[config.mk]
export PLATFORM = sky130hd
export DESIGN_NAME = elevator_round_trip_controller
export DESIGN_NICKNAME = d
export VERILOG_FILES = /design/src/erc_pkg.sv /design/src/elevator_round_trip_controller.sv /design/src/erc_fifo.sv /design/src/erc_car.sv
export SDC_FILE = /design/constraint.sdc
export NUM_CORES = 1
export LEC_CHECK = 0
export ABC_AREA = 0
export BUFFER_PORTS_ARGS = -buffer_cell sky130_fd_sc_hd__buf_4
export CAP_MARGIN = 20
export CORE_ASPECT_RATIO = 1.75
export CORE_UTILIZATION = 55
export CTS_BUF_LIST = sky130_fd_sc_hd__clkbuf_8
export DETAILED_ROUTE_END_ITERATION = 7
export PLACE_DENSITY = 0.8
export SYNTH_ARGS = -nofsm -noshare
export SYNTH_HDL_FRONTEND = slang
export SYNTH_SLANG_ARGS = --single-unit
[constraint.sdc]
create_clock -name clk -period 7.2 [get_ports clk]
set_clock_uncertainty 0.2 [all_clocks]
set_input_delay 1.44 -clock clk [delete_from_list [all_inputs] [get_ports clk]]
set_output_delay 1.44 -clock clk [all_outputs]
set_load 0.02 [all_outputs]
[src/erc_pkg.sv]
// erc_pkg: types, codes and helper functions for the elevator round-trip controller
// used by every module of the block; depends on nothing
`default_nettype none

package erc_pkg;

  localparam int QUEUE_DEPTH = 8;
  localparam int NUM_FLOORS  = 8;

  localparam int FLOOR_W  = 4;
  localparam int POS_W    = 6;
  localparam int DWELL_W  = 4;
  localparam int STATUS_W = 3;
  localparam int CNT_W    = $clog2(QUEUE_DEPTH + 1);
  localparam int PTR_W    = $clog2(QUEUE_DEPTH);

  localparam logic [DWELL_W-1:0] DWELL_RESET = DWELL_W'(3);

  localparam logic [1:0] OP_TICK   = 2'd0;
  localparam logic [1:0] OP_GROUND = 2'd1;
  localparam logic [1:0] OP_UPPER  = 2'd2;

  localparam logic [STATUS_W-1:0] ST_QUEUED = 3'd0;
  localparam logic [STATUS_W-1:0] ST_DUP    = 3'd1;
  localparam logic [STATUS_W-1:0] ST_FULL   = 3'd2;
  localparam logic [STATUS_W-1:0] ST_BAD    = 3'd3;
  localparam logic [STATUS_W-1:0] ST_TICK   = 3'd4;

  typedef enum logic [1:0] {
    PH_IDLE  = 2'd0,
    PH_UP    = 2'd1,
    PH_DOWN  = 2'd2,
    PH_DWELL = 2'd3
  } phase_t;

  typedef struct packed {
    logic [1:0]         op;
    logic [FLOOR_W-1:0] request_floor;
  } in_item_t;

  typedef struct packed {
    logic [FLOOR_W-1:0]  floor_indicator;
    logic [POS_W-1:0]    height_half_m;
    logic [1:0]          motion;
    logic [STATUS_W-1:0] request_status;
    logic [CNT_W-1:0]    ground_pending;
    logic [CNT_W-1:0]    upper_pending;
  } out_item_t;

  typedef struct packed {
    logic               rd_en;
    logic [PTR_W-1:0]   rd_idx;
    logic               wr_en;
    logic [FLOOR_W-1:0] wr_data;
    logic               pop;
  } fifo_cmd_t;

  typedef struct packed {
    logic               start;
    logic               g_avail;
    logic               u_avail;
    logic [FLOOR_W-1:0] g_head;
    logic [FLOOR_W-1:0] u_head;
  } car_ctrl_t;

  typedef struct packed {
    logic done;
    logic pop_g;
    logic pop_u;
  } car_stat_t;

  // 6 * (f - 1) half-metre steps
  function automatic logic [POS_W-1:0] trip_len(input logic [FLOOR_W-1:0] f);
    logic [POS_W-1:0] m;
    m = POS_W'(f - FLOOR_W'(1));
    return (m << 2) + (m << 1);
  endfunction

  // indicator after moving to p: p/6+1 when (p/2) is a multiple of 3
  function automatic logic [FLOOR_W-1:0] show_update(input logic [POS_W-1:0] p,
                                                     input logic [FLOOR_W-1:0] shown);
    logic [POS_W+5:0] prod;
    logic [POS_W-1:0] q;
    logic [POS_W-1:0] r;
    prod = (POS_W+6)'(p) * (POS_W+6)'(43);
    q    = POS_W'(prod >> 8);
    r    = p - ((q << 2) + (q << 1));
    if (r < POS_W'(2)) begin
      return FLOOR_W'(q + POS_W'(1));
    end
    return shown;
  endfunction

  // (a + b) wrapped into the queue depth
  function automatic logic [PTR_W-1:0] wrap_add(input logic [PTR_W-1:0] a,
                                                input logic [CNT_W-1:0] b);
    logic [CNT_W+1:0] s;
    s = (CNT_W+2)'(a) + (CNT_W+2)'(b);
    if (s >= (CNT_W+2)'(QUEUE_DEPTH)) begin
      s = s - (CNT_W+2)'(QUEUE_DEPTH);
    end
    return s[PTR_W-1:0];
  endfunction

endpackage

`default_nettype wire

[src/elevator_round_trip_controller.sv]
// elevator_round_trip_controller: top level, transaction sequencer, queues and car engine
// depends on erc_pkg, erc_fifo, erc_car
`default_nettype none

// One transaction in, one result out, one transaction at a time. A floor request
// is checked against the queue one stored entry at a time, each entry read in
// S_SCAN and compared in S_CMP; the scan stops early when a duplicate turns up.
// An invalid floor or op goes straight to S_DONE without a scan. A one-second
// tick runs the car engine one step per cycle; when its result is registered is
// set by how many phase changes it walks through. The longest case is when
// floor-1 trips and a zero dwell chain together. The block returns to idle as the
// result is registered and can take the next transaction while that result still
// waits on out_ready. A new result that finds the previous one still waiting is
// held back until out_ready. The user must write dwell_ticks through cfg_we/cfg_wdata
// only while the block is idle; the block itself does not enforce it.
module elevator_round_trip_controller import erc_pkg::*; (
  input  logic               clk,
  input  logic               rst_n,
  input  logic               in_valid,
  output logic               in_ready,
  input  in_item_t           in_data,
  output logic               out_valid,
  input  logic               out_ready,
  output out_item_t          out_data,
  input  logic               cfg_we,
  input  logic [DWELL_W-1:0] cfg_wdata
);

  typedef enum logic [2:0] {
    S_IDLE,
    S_SCAN,
    S_CMP,
    S_TICK_RD,
    S_TICK_RUN,
    S_DONE
  } state_t;

  state_t              state_r,  state_nxt;
  logic [1:0]          op_r,     op_nxt;
  logic [FLOOR_W-1:0]  floor_r,  floor_nxt;
  logic [CNT_W-1:0]    idx_r,    idx_nxt;
  logic [STATUS_W-1:0] status_r, status_nxt;
  out_item_t           out_r,    out_nxt;
  logic                out_valid_r, out_valid_nxt;
  logic [DWELL_W-1:0]  dwell_r;

  fifo_cmd_t          g_cmd, u_cmd, req_cmd;
  logic [FLOOR_W-1:0] g_rd, u_rd, rd_sel;
  logic [CNT_W-1:0]   g_cnt, u_cnt, cnt_sel;
  logic               is_ground;
  car_ctrl_t          car_ctrl;
  car_stat_t          car_stat;
  phase_t             car_phase;
  logic [POS_W-1:0]   car_pos;
  logic [FLOOR_W-1:0] car_shown;

  erc_fifo u_ground (
    .clk     (clk),
    .rst_n   (rst_n),
    .cmd     (g_cmd),
    .rd_data (g_rd),
    .count   (g_cnt)
  );

  erc_fifo u_upper (
    .clk     (clk),
    .rst_n   (rst_n),
    .cmd     (u_cmd),
    .rd_data (u_rd),
    .count   (u_cnt)
  );

  erc_car u_car (
    .clk         (clk),
    .rst_n       (rst_n),
    .dwell_ticks (dwell_r),
    .ctrl        (car_ctrl),
    .stat        (car_stat),
    .phase       (car_phase),
    .position    (car_pos),
    .shown_floor (car_shown)
  );

  assign is_ground = (op_r == OP_GROUND);
  assign cnt_sel   = is_ground ? g_cnt : u_cnt;
  assign rd_sel    = is_ground ? g_rd : u_rd;

  always_comb begin
    state_nxt     = state_r;
    op_nxt        = op_r;
    floor_nxt     = floor_r;
    idx_nxt       = idx_r;
    status_nxt    = status_r;
    out_nxt       = out_r;
    out_valid_nxt = out_valid_r && !out_ready;
    in_ready      = 1'b0;
    req_cmd       = '0;
    car_ctrl      = '0;
    unique case (state_r)
      S_IDLE: begin
        in_ready = 1'b1;
        if (in_valid) begin
          op_nxt    = in_data.op;
          floor_nxt = in_data.request_floor;
          idx_nxt   = '0;
          priority if (in_data.op == OP_TICK) begin
            state_nxt = S_TICK_RD;
          end else if ((in_data.op == OP_GROUND || in_data.op == OP_UPPER) &&
                       in_data.request_floor != '0 &&
                       in_data.request_floor <= FLOOR_W'(NUM_FLOORS)) begin
            state_nxt = S_SCAN;
          end else begin
            status_nxt = ST_BAD;
            state_nxt  = S_DONE;
          end
        end
      end
      S_SCAN: begin
        if (idx_r < cnt_sel) begin
          req_cmd.rd_en  = 1'b1;
          req_cmd.rd_idx = idx_r[PTR_W-1:0];
          state_nxt      = S_CMP;
        end else if (cnt_sel >= CNT_W'(QUEUE_DEPTH)) begin
          status_nxt = ST_FULL;
          state_nxt  = S_DONE;
        end else begin
          req_cmd.wr_en   = 1'b1;
          req_cmd.wr_data = floor_r;
          status_nxt      = ST_QUEUED;
          state_nxt       = S_DONE;
        end
      end
      S_CMP: begin
        if (rd_sel == floor_r) begin
          status_nxt = ST_DUP;
          state_nxt  = S_DONE;
        end else begin
          idx_nxt   = idx_r + CNT_W'(1);
          state_nxt = S_SCAN;
        end
      end
      S_TICK_RD: begin
        car_ctrl.start = 1'b1;
        state_nxt      = S_TICK_RUN;
      end
      S_TICK_RUN: begin
        if (car_stat.done) begin
          status_nxt = ST_TICK;
          state_nxt  = S_DONE;
        end
      end
      S_DONE: begin
        if (!out_valid_r || out_ready) begin
          out_nxt.floor_indicator = car_shown;
          out_nxt.height_half_m   = car_pos;
          out_nxt.motion          = car_phase;
          out_nxt.request_status  = status_r;
          out_nxt.ground_pending  = g_cnt;
          out_nxt.upper_pending   = u_cnt;
          out_valid_nxt           = 1'b1;
          state_nxt               = S_IDLE;
        end
      end
      default: begin
        state_nxt = S_IDLE;
      end
    endcase
    car_ctrl.g_avail = (g_cnt != '0);
    car_ctrl.u_avail = (u_cnt != '0);
    car_ctrl.g_head  = g_rd;
    car_ctrl.u_head  = u_rd;
  end

  // head reads for a tick go to both queues, request traffic to the selected one
  always_comb begin
    g_cmd = '0;
    u_cmd = '0;
    if (state_r == S_TICK_RD) begin
      g_cmd.rd_en = 1'b1;
      u_cmd.rd_en = 1'b1;
    end else if (is_ground) begin
      g_cmd = req_cmd;
    end else begin
      u_cmd = req_cmd;
    end
    g_cmd.pop = car_stat.pop_g;
    u_cmd.pop = car_stat.pop_u;
  end

  always_ff @(posedge clk) begin
    if (!rst_n) begin
      state_r     <= S_IDLE;
      out_valid_r <= 1'b0;
      dwell_r     <= DWELL_RESET;
    end else begin
      state_r     <= state_nxt;
      out_valid_r <= out_valid_nxt;
      if (cfg_we) begin
        dwell_r <= cfg_wdata;
      end
    end
    op_r     <= op_nxt;
    floor_r  <= floor_nxt;
    idx_r    <= idx_nxt;
    status_r <= status_nxt;
    out_r    <= out_nxt;
  end

  assign out_valid = out_valid_r;
  assign out_data  = out_r;

endmodule

`default_nettype wire

[src/erc_fifo.sv]
// erc_fifo: one landing request queue, circular store with registered read port
// depends on erc_pkg
`default_nettype none

module erc_fifo import erc_pkg::*; (
  input  logic               clk,
  input  logic               rst_n,
  input  fifo_cmd_t          cmd,
  output logic [FLOOR_W-1:0] rd_data,
  output logic [CNT_W-1:0]   count
);

  logic [FLOOR_W-1:0] mem [QUEUE_DEPTH];
  logic [FLOOR_W-1:0] rd_data_r;
  logic [PTR_W-1:0]   head_r;
  logic [CNT_W-1:0]   count_r;

  always_ff @(posedge clk) begin
    if (!rst_n) begin
      head_r  <= '0;
      count_r <= '0;
    end else if (cmd.wr_en) begin
      count_r <= count_r + CNT_W'(1);
    end else if (cmd.pop) begin
      head_r  <= wrap_add(head_r, CNT_W'(1));
      count_r <= count_r - CNT_W'(1);
    end
  end

  always_ff @(posedge clk) begin
    if (cmd.wr_en) begin
      mem[wrap_add(head_r, count_r)] <= cmd.wr_data;
    end
    if (cmd.rd_en) begin
      rd_data_r <= mem[wrap_add(head_r, CNT_W'(cmd.rd_idx))];
    end
  end

  assign rd_data = rd_data_r;
  assign count   = count_r;

endmodule

`default_nettype wire

[src/erc_car.sv]
// erc_car: car motion engine, one step of the tick sequence per cycle
// depends on erc_pkg
`default_nettype none

module erc_car import erc_pkg::*; (
  input  logic               clk,
  input  logic               rst_n,
  input  logic [DWELL_W-1:0] dwell_ticks,
  input  car_ctrl_t          ctrl,
  output car_stat_t          stat,
  output phase_t             phase,
  output logic [POS_W-1:0]   position,
  output logic [FLOOR_W-1:0] shown_floor
);

  logic               busy_r,   busy_nxt;
  logic               popped_r, popped_nxt;
  phase_t             phase_r,  phase_nxt;
  logic [POS_W-1:0]   pos_r,    pos_nxt;
  logic [POS_W-1:0]   steps_r,  steps_nxt;
  logic [POS_W-1:0]   len_r,    len_nxt;
  logic [DWELL_W-1:0] dwell_r,  dwell_nxt;
  logic [FLOOR_W-1:0] shown_r,  shown_nxt;
  logic [FLOOR_W-1:0] held_r,   held_nxt;
  logic [POS_W-1:0]   p;

  always_comb begin
    busy_nxt   = busy_r;
    popped_nxt = popped_r;
    phase_nxt  = phase_r;
    pos_nxt    = pos_r;
    steps_nxt  = steps_r;
    len_nxt    = len_r;
    dwell_nxt  = dwell_r;
    shown_nxt  = shown_r;
    held_nxt   = held_r;
    stat       = '0;
    p          = '0;
    if (busy_r) begin
      unique case (phase_r)
        PH_IDLE: begin
          if (held_r != '0) begin
            len_nxt   = trip_len(held_r);
            steps_nxt = trip_len(held_r);
            phase_nxt = PH_UP;
            held_nxt  = '0;
          end else if (!popped_r && (ctrl.g_avail || ctrl.u_avail)) begin
            popped_nxt = 1'b1;
            stat.pop_g = ctrl.g_avail;
            stat.pop_u = ctrl.u_avail;
            phase_nxt  = PH_UP;
            if (ctrl.g_avail) begin
              len_nxt   = trip_len(ctrl.g_head);
              steps_nxt = trip_len(ctrl.g_head);
              held_nxt  = ctrl.u_avail ? ctrl.u_head : '0;
            end else begin
              len_nxt   = trip_len(ctrl.u_head);
              steps_nxt = trip_len(ctrl.u_head);
            end
          end else begin
            stat.done = 1'b1;
          end
        end
        PH_UP: begin
          if (steps_r != '0) begin
            p         = len_r - steps_r + POS_W'(1);
            pos_nxt   = p;
            shown_nxt = show_update(p, shown_r);
            steps_nxt = steps_r - POS_W'(1);
            stat.done = 1'b1;
          end else begin
            phase_nxt = PH_DOWN;
            steps_nxt = len_r;
          end
        end
        PH_DOWN: begin
          if (steps_r != '0) begin
            p         = steps_r;
            steps_nxt = steps_r - POS_W'(1);
            stat.done = 1'b1;
          end else begin
            p         = '0;
            phase_nxt = PH_DWELL;
            dwell_nxt = dwell_ticks;
          end
          pos_nxt   = p;
          shown_nxt = show_update(p, shown_r);
        end
        PH_DWELL: begin
          if (dwell_r != '0) begin
            dwell_nxt = dwell_r - DWELL_W'(1);
            stat.done = 1'b1;
          end else begin
            phase_nxt = PH_IDLE;
          end
        end
        default: begin
          phase_nxt = PH_IDLE;
        end
      endcase
      busy_nxt = !stat.done;
    end else if (ctrl.start) begin
      busy_nxt   = 1'b1;
      popped_nxt = 1'b0;
    end
  end

  always_ff @(posedge clk) begin
    if (!rst_n) begin
      busy_r   <= 1'b0;
      popped_r <= 1'b0;
      phase_r  <= PH_IDLE;
      pos_r    <= '0;
      steps_r  <= '0;
      len_r    <= '0;
      dwell_r  <= '0;
      shown_r  <= FLOOR_W'(1);
      held_r   <= '0;
    end else begin
      busy_r   <= busy_nxt;
      popped_r <= popped_nxt;
      phase_r  <= phase_nxt;
      pos_r    <= pos_nxt;
      steps_r  <= steps_nxt;
      len_r    <= len_nxt;
      dwell_r  <= dwell_nxt;
      shown_r  <= shown_nxt;
      held_r   <= held_nxt;
    end
  end

  assign phase       = phase_r;
  assign position    = pos_r;
  assign shown_floor = shown_r;

endmodule

`default_nettype wire

======== After elaboration in Yosys (flattened, before gate mapping) ========
Memories as Yosys holds them, arrays and structs flattened. A register that Yosys moved wholly into a read port is not among the register bits.
Index checks and enable logic that the tools add are counted.
cells by class
  add/subtract/negate cells ............... 33
  multiply operators ...................... 2
  $lt $le $gt $ge ......................... 11
  eq/ne operators ......................... 32
  multiplexer cells ....................... 106
  bitwise operators ....................... 2
  reduce and logical (&&, ||, !) cells .... 46
operator list
  cell                                                                           count
  4-bit two-way mux                                                              20
  3-bit two-way mux                                                              25
  6-bit two-way mux                                                              9
  1-bit two-way mux                                                              28
  2-bit != test (second input constant)                                          14
  9-bit two-way mux                                                              3
  6-bit by 6-bit multiplier with 12-bit output (second input constant)           2
  4-bit case mux with 2 select lines                                             3
  4-bit nonzero test                                                             6
  4-bit by 1-bit adder with 4-bit output (second input constant)                 5
  4-bit greater-or-equal comparator (second input constant)                      5
  10-bit two-way mux                                                             2
  6-bit adder                                                                    3
  3-bit case mux with 6 select lines                                             1
  6-bit case mux with 3 select lines                                             1
  3-bit by 1-bit subtractor with 3-bit output (second input constant)            6
  6-bit subtractor                                                               3
  2-bit two-way mux                                                              8
  4-bit AND reduction                                                            4
  2-bit nonzero test                                                             8
  4-bit by 1-bit subtractor with 5-bit output (second input constant)            3
  6-bit by 5-bit adder with 6-bit output                                         2
  6-bit by 2-bit less-than comparator with 1-bit output (second input constant)  2
  3-bit case mux with 4 select lines                                             1
  34 further kinds                                                               68
storage, ports and cells
  flip-flop bits (word level) ............. 92
  bits in writable memories ............... 64
  input bits .............................. 15
  output and inout bits ................... 25
  word-level logic and storage cells ...... 260
  memories kept ........................... 2
memory list
  memory        words  bits a word  rd ports  clocked after Yosys merged registers in  write ports  RTL line        RTL
  u_ground.mem  8      4            1         1                                        1            erc_fifo.sv:13  logic [FLOOR_W-1:0] mem [QUEUE_DEPTH];
  u_upper.mem   8      4            1         1                                        1            erc_fifo.sv:13

======== Longest topological paths before layout ========
Gate-level depths: netlist (run 1).
  word-level depth ........................ 13
  gate-level depth with buffers ........... 29
  depth with buffers taken out ............ 28

======== Hierarchy ========
Synthesis (run 1) repeated with hierarchy kept, for this count alone.
second synthesis, totals
  cell total of the unflattened synthesis .. 971
  area total of the unflattened synthesis .. 10455.0 µm²
by module, submodules not included
  module                          instances  cells each  area an instance (µm²)  seq. area each (µm²)
  erc_car                         1          564         4468.0                  660.6
  erc_fifo                        2          117         1954.4                  1221.2
  elevator_round_trip_controller  1          173         2078.2                  1241.2

======== Worst setup path before layout (run 1) ========
No wires, ideal clock.
  path type ............................... reg2reg
  start point ............................. reg u_car.steps_r[0]
  end point ............................... reg u_car.shown_r[0], in the netlist u_car.shown_floor[0]
  library setup time ...................... 0.072 ns
  arrival time ............................ 6.370 ns
  required time ........................... 6.928 ns
  setup slack ............................. 0.558 ns
  cell stages (with the launch flop) ...... 30
  buffers on the path ..................... 2
  period minus slack after synthesis ...... 6.642 ns
  cells stage by stage .................... dfxtp_1 buf_4 inv_1 ha_1 and3_1 clkbuf_1 nor2_1 ha_1 inv_1 fa_1 fa_1 inv_1 ha_1 o21ai_0 o21ai_0 o21a_1 or3_1 nand3_1 o21ai_0 xnor2_1 ha_1 ha_1 and2_1 o21ai_0 o311ai_0 a311oi_2 xnor2_1 o32a_1 a31oi_4 mux2i_1
between the ends
  cells in the longest elaborated chain, start to end .. 13
  elaborated cells between the ends (all ways) .. 33
  classes of those cells .................. add/sub: 8; mul: 2; order compare: 2; eq/ne: 3; mux: 16; reduce/logical: 2
ends and longest elaborated chain
  what                                                                                                   RTL line        RTL
  start, declared                                                                                        erc_car.sv:20   logic [POS_W-1:0] steps_r, steps_nxt;
  start signal, assigned                                                                                 erc_car.sv:124  steps_r <= steps_nxt;
  parallel branches: the longest is 13 deep, another holds 6-bit by 6-bit multiplier with 12-bit output  -
  end signal, assigned                                                                                   erc_car.sv:127  shown_r <= shown_nxt;
  end, declared                                                                                          erc_car.sv:23   logic [FLOOR_W-1:0] shown_r, shown_nxt;
Parallel ways; which one is timed is not known. The select of a mux whose other input is x is not followed.
A chain may end at the register's enable or synchronous reset.

======== Worst setup path in the final report (run 1) ========
  start point ............................. reg u_car.steps_r[3]
  end point ............................... reg u_car.shown_r[1], in the netlist u_car.shown_floor[1]
Same word-level chain as after synthesis.

==> impl_metrics.json, run 1 <==
{
  "clkLatencyLatePin_ns": 0.48,
  "cap_viol_max_count": 0,
  "grt_pass1_wl_um": 35300,
  "cts_buffers": 17,
  "r2r-start": "u_car.steps_r[3]",
  "cts_root_buffer": "clkbuf_8",
  "hpwl_um": 17000,
  "min_path_type": "reg -> reg",
  "path_class": "reg -> reg",
  "antenna_found_initial": 0,
  "met3_usage": 0.0380,
  "wl_per_cell_um": 17.6,
  "grt.busiest_layer": "met2",
  "period_share": 0.941,
  "first_global_vias": 7439,
  "synth_flop_cell": "edfxtp_1",
  "placed_cells": 1205,
  "finalMaxSlewViolations": 0,
  "dr.pass1.iters": 5,
  "final_cells": 1237,
  "cts_resized": 0,
  "crit_path_top_delay_cell": "fa_1",
  "synthArstFlopShare": 0,
  "crit_arrival_ns": 6.97,
  "vias": 7319,
  "rsz0062_at_grt": "false",
  "final_nets": 1124,
  "ir_drop_mv": 0.224,
  "setup_slack_ns": 0.428,
  "cts_tree": "done",
  "min_from": "status_r[1]",
  "critPathLaunchType": "flip-flop",
  "antenna_cells": 0,
  "synth_top_area_frac": 0.319,
  "place.gp.congestion": 0.959,
  "synth_area_leaders": "edfxtp_1 (32%), ha_1 (12%), dfxtp_1 (11%)",
  "post-route-min-period_ns": 6.77,
  "setup_viol": 0,
  "tightest_slew_ns": 1.07,
  "drt-total-wl_um": 21800,
  "cts.hold.buffers_added": 0,
  "cp-startpoint": "u_car.steps_r[3]",
  "drt-initial-drc-count": 367,
  "core-area_mm2": 0.0181,
  "ys_ff_latch": 163,
  "yosysSeqAreaShare": 0.428,
  "dieWidth_um": 105,
  "area_growth_pct": 9.66,
  "yosys.area.top_type": "edfxtp_1",
  "synth_edf_count": 108,
  "route.detailed.drc": 0,
  "max-slew-margin-rel": 0.289,
  "synthesis.nets": 1086,
  "outcome": "finished, final reports clean",
  "initial_core_util": 0.563,
  "grt-ovfl-total": 0,
  "die_area_mm2": 0.0190,
  "synthTopCellsByCount": "edfxtp_1 (108), ha_1 (99), nor2_1 (91)",
  "drive_gt1_frac": 0.124,
  "grt_use_met2": 0.472,
  "critPathRequiredTime_ns": 7.39,
  "hold_viol_final": 0,
  "cp-end-kind": "flip-flop",
  "syn-cell-area_mm2": 0.0102,
  "dp_slack_ns": 0.298,
  "synthCells": 952,
  "ys_types": 63,
  "routed_via_density": 5.92,
  "leakage_nw": 4.57,
  "cts.path.max_buffers": 2,
  "htreeDepth": 4,
  "grtUsageMet1": 0.222,
  "final.setup.tns_ns": 0,
  "pwr_density_cell_mw_per_mm2": 203,
  "io_pins": 40,
  "synth.most_common_cell": "edfxtp_1",
  "grt_max_degree": 37,
  "grt_use_total": 0.239,
  "max_stage_delay_ns": 0.55,
  "cts_setup_buffers": 0,
  "ant_nets": 0,
  "io_buffers": 39,
  "ys_warn_count": 0,
  "syn_area_per_cell_um2": 10.7,
  "die_h_um": 182,
  "clock-sinks": 163,
  "cp_max_fo": 6,
  "clkTransAtPathRegs_ns": 0.10,
  "fmax_mhz": 148,
  "rows": 65
}
metal layers:
layer | vias to the layer above | routed length (um)
li1 | 3503 | -
met1 | 3484 | 7570
met2 | 250 | 12200
met3 | 82 | 743
met4 | 0 | 1300
met5 | - | 0
cell usage in the layout (no fill, tap or decap), drive strengths merged, types with 11 or more instances in the layout:
master    n
a211oi   15
a21oi    52
and2     18
buf      51
clkbuf   17
dfxtp    55
edfxtp  108
fa       20
ha       99
inv      87
mux2i    25
mux4     16
nand2    63
nand2b   11
nand3    20
nor2     91
nor3     22
o21ai    33
xnor2    40
xor2     26
sequential cells by signal, indices dropped and copies added (netlist names), 4 cells and up:
register           cells
dwell_r                4
floor_r                4
idx_r                  4
out_data              23
u_car.dwell_r          4
u_car.held_r           4
u_car.len_r            5
u_car.position         6
u_car.shown_floor      4
u_car.steps_r          6
u_ground.count         4
u_ground.mem          32
u_ground.rd_data       4
u_upper.count          4
u_upper.mem           32
u_upper.rd_data        4
logic make-up after synthesis:
family          after synthesis  synth area share
flops                       163             0.428
mux                          51            0.0712
compound gates              164             0.109
fa+ha+maj                   119             0.161
simple gates                275             0.131
buf+inv                     114            0.0431
xor+xnor                     66            0.0569
path summary, 6_finish.rpt:
path | to | slack (ns) | depth (start not counted)
min reg2reg | out_data[9] | 0.24 | 0
max | u_car.shown_floor[1] | 0.43 | 26
min | out_data[9] | 0.24 | 0
max reg2reg | u_car.shown_floor[1] | 0.43 | 26
power breakdown:
part           leakage, nW  switching, mW  total [mW]  internal [mW]
clock network        0.217          0.397       0.694          0.297
registers             1.50         0.0475        1.10           1.05
logic                 2.86          0.275       0.468          0.194
worst max-delay path: cells and delay by family (launching register included):
kind            cells  cell delay (ns)
buf+inv             5             0.40
flops               1             0.45
simple gates        5             0.66
compound gates      4             1.13
fa+ha+maj           8             3.18
xor+xnor            3             0.46
mux                 1             0.23
stage by stage:
step	area, um^2	utilization	hold slack (ns)	total power [mW]
finish	11100	0.617	0.240	2.26
global route	11100	0.617	0.239	2.37
CTS	11100	0.617	0.238	2.28
detailed placement	10700	0.593	0.214	1.59
global placement	10700	0.593	0.209	1.57
floorplan	10200	-	0.200	1.46
final cells by class:
type	count	area [um^2]
multi-input cells	675	5380
fillers	1470	6910
well taps	234	293
repair buffers	51	383
clock buffers	17	234
inverters	82	308
flip-flops and latches	163	4350
clock inverters	15	198
No activity file was read; power rests on OpenSTA's default activity.
==> inputs of run 2 (changes only) <==
--- a/config.mk
+++ b/config.mk
@@ -7,3 +7,3 @@
 export LEC_CHECK = 0
-export ABC_AREA = 0
+export ABC_AREA = 1
 export BUFFER_PORTS_ARGS = -buffer_cell sky130_fd_sc_hd__buf_4
--- a/constraint.sdc
+++ b/constraint.sdc
@@ -4,2 +4,2 @@
 set_output_delay 1.44 -clock clk [all_outputs]
-set_load 0.02 [all_outputs]
+set_load 0.005 [all_outputs]
==> impl_metrics.json, run 2 <==
{
  "outcome": "finished, final reports clean",
  "cts.hold.buffers_added": 0,
  "wl_met2_um": 13000,
  "fmax_mhz": 150,
  "final_nets": 1372,
  "ys_warn_count": 0,
  "wl_met1_um": 7820,
  "dieWidth_um": 106,
  "htreeDepth": 4,
  "syn-cell-area_mm2": 0.0105,
  "grt_pass1_wl_um": 37500,
  "cts_root_buffer": "clkbuf_8",
  "met3_length_um": 717,
  "final_core_util": 0.613,
  "area_growth_pct": 8.75,
  "dr.max_layer_used": "met4",
  "die_h_um": 185,
  "drt-total-wl_um": 23300,
  "cts_setup_buffers": 0,
  "p_int_mw": 1.76,
  "path_class": "reg -> reg",
  "grt-ovfl-total": 0,
  "initial_core_util": 0.563,
  "antenna_cells": 0,
  "synth_flop_cell": "edfxtp_1",
  "max_stage_delay_ns": 0.55,
  "rsz0062_at_grt": "false",
  "sw_frac_of_total": 0.388,
  "syn_area_per_cell_um2": 8.73,
  "cts_buffers": 17,
  "synth.most_common_cell": "nand2_1",
  "holdPathStages": 0,
  "hold_viol_final": 0,
  "period_share": 0.926,
  "ir_drop_mv": 0.269,
  "post-route-min-period_ns": 6.67,
  "crit_path_top_delay_cell": "dfxtp_1",
  "clock-sinks": 163,
  "final_common_cell": "nand2_1",
  "vias": 8147,
  "p_sw_mw": 1.12,
  "cp_max_fo": 11,
  "ys_types": 52,
  "fillers": 1601,
  "drt-initial-drc-count": 365,
  "path_depth": 31,
  "hpwl_um": 18800,
  "io_buffers": 39,
  "cts_tree": "done",
  "setup_viol": 0,
  "synth_top_area_frac": 0.310,
  "seqCellArea_mm2": 0.00434,
  "ys_ff_latch": 163,
  "drive_gt1_frac": 0.104,
  "critPathLaunchType": "flip-flop",
  "ant_nets": 0,
  "multi_input_area_mm2": 0.00531,
  "finish.instance_area_mm2": 0.0114,
  "max-slew-margin-rel": 0.468,
  "die_area_mm2": 0.0196,
  "antenna_found_initial": 0,
  "grt_max_degree": 35,
  "pwr-share-comb": 0.362,
  "finalMaxSlewViolations": 0,
  "io_pins": 40,
  "path_buf_inv": 6,
  "cts.path.max_buffers": 2,
  "clkLatencyLatePin_ns": 0.47,
  "core-area_mm2": 0.0186,
  "synthTopCellsByCount": "nand2_1 (218), inv_1 (177), nor2_1 (115)",
  "yosys.area.top_type": "edfxtp_1",
  "grt_use_total": 0.250,
  "pwr_density_cell_mw_per_mm2": 252,
  "clkTransAtPathRegs_ns": 0.10,
  "crit_arrival_ns": 6.85,
  "sequentialPowerShare": 0.407,
  "routed_via_density": 5.47,
  "min_path_type": "reg -> reg",
  "first_global_vias": 8217,
  "cp-end-kind": "flip-flop",
  "final.setup.tns_ns": 0,
  "clkPwrFrac": 0.231,
  "rows": 66,
  "path_delay_family": "adder cells",
  "r2r_cells": 31,
  "power_mw": 2.87,
  "place.gp.congestion": 0.963,
  "wl_per_cell_um": 15.6,
  "critPathRequiredTime_ns": 7.38,
  "cap_viol_max_count": 0,
  "synth_area_leaders": "edfxtp_1 (31%), ha_1 (12%), dfxtp_1 (11%)",
  "synthArstFlopShare": 0,
  "synthesis.nets": 1333,
  "tightest_slew_ns": 0.797,
  "leakage_nw": 5.19,
  "placed_area_mm2": 0.0110,
  "synth_edf_count": 108,
  "synthCells": 1199,
  "dr.pass1.iters": 5,
  "yosysSeqAreaShare": 0.415,
  "cts_resized": 0,
  "route.detailed.drc": 0,
  "mostFrequentLayoutCells": "nand2_1 (218), inv_1 (178), nor2_1 (115)"
}
## run 2: cell types whose count changed after synthesis, sizes merged, moves of 16 or more
| cell | previous run | this run |
|---|---|---|
| o21ai | 33 | 85 |
| nand3 | 20 | 56 |
| nand2 | 63 | 234 |
| mux2i | 25 | 2 |
| and2 | 18 | 0 |
| inv | 82 | 187 |
| a21oi | 52 | 69 |
| nor2 | 91 | 125 |
| mux4 | 16 | 0 |
| xnor2 | 40 | 16 |
## run 2: layer usage
layer,vias to the layer above,track usage
met3,86,0.0382
met2,203,0.491
met1,3785,0.219
li1,4073,-
met5,-,0
met4,0,0.198
## run 2: cells by family after synthesis
| kind of cell | count (synthesis) | share of synthesized area |
|---|---|---|
| buffers and inverters | 211 | 0.0778 |
| AO/OA/AOI/OAI | 206 | 0.114 |
| XOR/XNOR | 48 | 0.0416 |
| multiplexers | 2 | 0.00191 |
| adder cells (fa/ha/maj) | 119 | 0.157 |
| AND/OR/NAND/NOR | 450 | 0.193 |
| flip-flops | 163 | 0.415 |
## run 2: through the flow
step | hold slack [ns] | std cells | worst slack [ns]
5_1_grt | 0.234 | 1489 | 0.0556
4_1_cts | 0.225 | 1489 | 0.582
2_1_floorplan | 0.200 | 1199 | 1.30
6_report | 0.224 | 1489 | 0.531
3_5_place_dp | 0.205 | 1457 | 0.616
3_3_place_gp | 0.203 | 1457 | 0.838
## run 2: cell type report
| type | count | area share |
|---|---|---|
| clock buffers | 17 | 0.0206 |
| clock inverters | 15 | 0.0146 |
| inverters | 188 | 0.0620 |
| multi-input cells | 825 | 0.467 |
| flip-flops and latches | 163 | 0.382 |
| well taps | 238 | 0.0262 |
| repair buffers | 43 | 0.0284 |
## run 2: power groups by stage
stage                     registers [mW]  logic (mW)  clock network (mW)
after floorplan                     1.17       0.759                   0
after CTS                           1.17        1.04               0.677
after detailed placement            1.19        1.03                   0
final                               1.17        1.04               0.665
after global placement              1.19       0.992                   0
after global routing                1.18        1.16               0.712
## run 2: path summary, 6_finish.rpt
| path | from | to | slack [ns] |
|---|---|---|---|
| setup / recovery | u_car.steps_r[2] | u_car.shown_floor[2] | 0.53 |
| hold / removal | status_r[2] | out_data[10] | 0.22 |
| setup reg to reg | u_car.steps_r[2] | u_car.shown_floor[2] | 0.53 |
| hold reg to reg | status_r[2] | out_data[10] | 0.22 |
==> inputs of run 3 (changes only) <==
Settings changed: REMOVE_ABC_BUFFERS set to 1.
==> impl_metrics.json, run 3 (synthesis gave the netlist of run 2 again) <==
{
  "outcome": "finished, final reports clean",
  "rows": 66,
  "critPathRequiredTime_ns": 7.35,
  "clock-sinks": 163,
  "wl_met1_um": 7930,
  "path_class": "reg -> reg",
  "route.detailed.drc": 0,
  "period_share": 0.919,
  "finalMaxSlewViolations": 0,
  "htreeDepth": 4,
  "critPathLaunchType": "flip-flop",
  "wl_met2_um": 13300,
  "io_pins": 40,
  "finish.instance_area_mm2": 0.0114,
  "cts_resized": 0,
  "dr.pass1.iters": 5,
  "mostFrequentLayoutCells": "nand2_1 (218), inv_1 (177), nor2_1 (115)",
  "whs_endpoint": "out_data[16]",
  "rr_endpoint": "u_car.shown_floor[0]",
  "grt_use_total": 0.250,
  "die_h_um": 185,
  "crit_arrival_ns": 6.77,
  "cts_buffers": 17,
  "first_global_vias": 8174,
  "max-slew-margin-rel": 0.483,
  "regToRegSetupSlack_ns": 0.58,
  "die_area_mm2": 0.0196,
  "fmax_mhz": 151,
  "hpwl_um": 18600,
  "place.gp.congestion": 0.990,
  "r2r_cells": 33,
  "grt_max_degree": 35,
  "cts_tree": "done",
  "leakage_nw": 5.18,
  "grt-ovfl-total": 0,
  "rsz0062_at_grt": "false",
  "min_from": "u_car.position[3]",
  "holdPathStages": 0,
  "setup_slack_ns": 0.583,
  "dr.max_layer_used": "met4",
  "setup_viol": 0,
  "post-route-min-period_ns": 6.62,
  "final.setup.tns_ns": 0,
  "cts.path.max_buffers": 2,
  "r2r-start": "u_car.steps_r[2]",
  "max_stage_delay_ns": 0.56,
  "initial_core_util": 0.563,
  "final_nets": 1370,
  "antenna_found_initial": 0,
  "vias": 8219,
  "cts_setup_buffers": 0,
  "grt_pass1_wl_um": 37500,
  "ir_drop_mv": 0.209,
  "met3_length_um": 744,
  "core-area_mm2": 0.0186,
  "min_path_type": "reg -> reg",
  "cp_max_fo": 11,
  "hold_viol_final": 0,
  "worst_hold_slack_ns": 0.232,
  "drt-total-wl_um": 23400,
  "crit_path_top_delay_cell": "dfxtp_1",
  "cts_root_buffer": "clkbuf_8",
  "placed_area_mm2": 0.0110,
  "area_growth_pct": 8.59,
  "ant_nets": 0,
  "io_buffers": 39,
  "antenna_cells": 0,
  "final_common_cell": "nand2_1",
  "dieWidth_um": 106,
  "cap_viol_max_count": 0,
  "drt-initial-drc-count": 304,
  "cts.hold.buffers_added": 0,
  "routed_via_density": 5.53,
  "clkTransAtPathRegs_ns": 0.10,
  "pwr_density_cell_mw_per_mm2": 252,
  "drive_gt1_frac": 0.104,
  "cp-end-kind": "flip-flop",
  "tightest_slew_ns": 0.767,
  "wl_per_cell_um": 15.8,
  "crit_top_cell": "inv_1",
  "dp_slack_ns": 0.678,
  "clkLatencyLatePin_ns": 0.47
}
## run 3: cell count changes in the layout (fill, tap and decap cells not counted), sizes merged
cell | previous run | this run
buf | 43 | 41
clkbuf | 17 | 18
clkinv | 5 | 6
inv | 196 | 194
## run 3: worst max path at each step
stage	startpoint	cells past startpoint	end	slack (ns)
2_1_floorplan	u_car.steps_r[2]	30	u_car.shown_floor[0]	1.30
3_3_place_gp	u_car.steps_r[2]	30	u_car.shown_floor[2]	0.86
3_5_place_dp	u_car.steps_r[2]	30	u_car.shown_floor[0]	0.68
4_1_cts	u_car.steps_r[2]	31	u_car.shown_floor[2]	0.65
5_1_grt	u_car.steps_r[2]	33	u_car.shown_floor[3]	0.008
6_report	u_car.steps_r[2]	33	u_car.shown_floor[0]	0.58
## run 3: report_power, final
| part | internal, mW | switching (mW) | leakage (nW) |
|---|---|---|---|
| clock | 0.294 | 0.361 | 0.201 |
| combinational | 0.363 | 0.682 | 3.57 |
| sequential | 1.10 | 0.0634 | 1.41 |
| total | 1.76 | 1.11 | 5.18 |
## run 3: layer usage
| metal | track usage | up-vias |
|---|---|---|
| met4 | 0.181 | 0 |
| met3 | 0.0400 | 99 |
| met1 | 0.218 | 3863 |
| met2 | 0.496 | 189 |
| li1 | - | 4068 |
| met5 | 0 | - |
## run 3: through the flow
step,power (mW),utilization,cells
5_1_grt,3.06,0.612,1487
6_report,2.87,0.612,1487
4_1_cts,2.86,0.611,1487
3_3_place_gp,2.17,0.590,1455
3_5_place_dp,2.21,0.590,1455
2_1_floorplan,1.92,-,1176
## run 3: layout make-up
type	count	area [um^2]
multi-input combinational	825	5320
clock buffer	18	248
tap	238	298
timing repair buffer	41	308
sequential	163	4340
inverter	188	706
clock inverter	14	144
fill	1585	7210
## run 3: critical path, delay by kind of cell, from the launching register on
kind            cells  cell delay, ns
flops               1            0.56
compound gates      2            0.35
fa+ha+maj           9            3.10
xor+xnor            2            0.29
simple gates       12            1.39
buf+inv             8            0.62
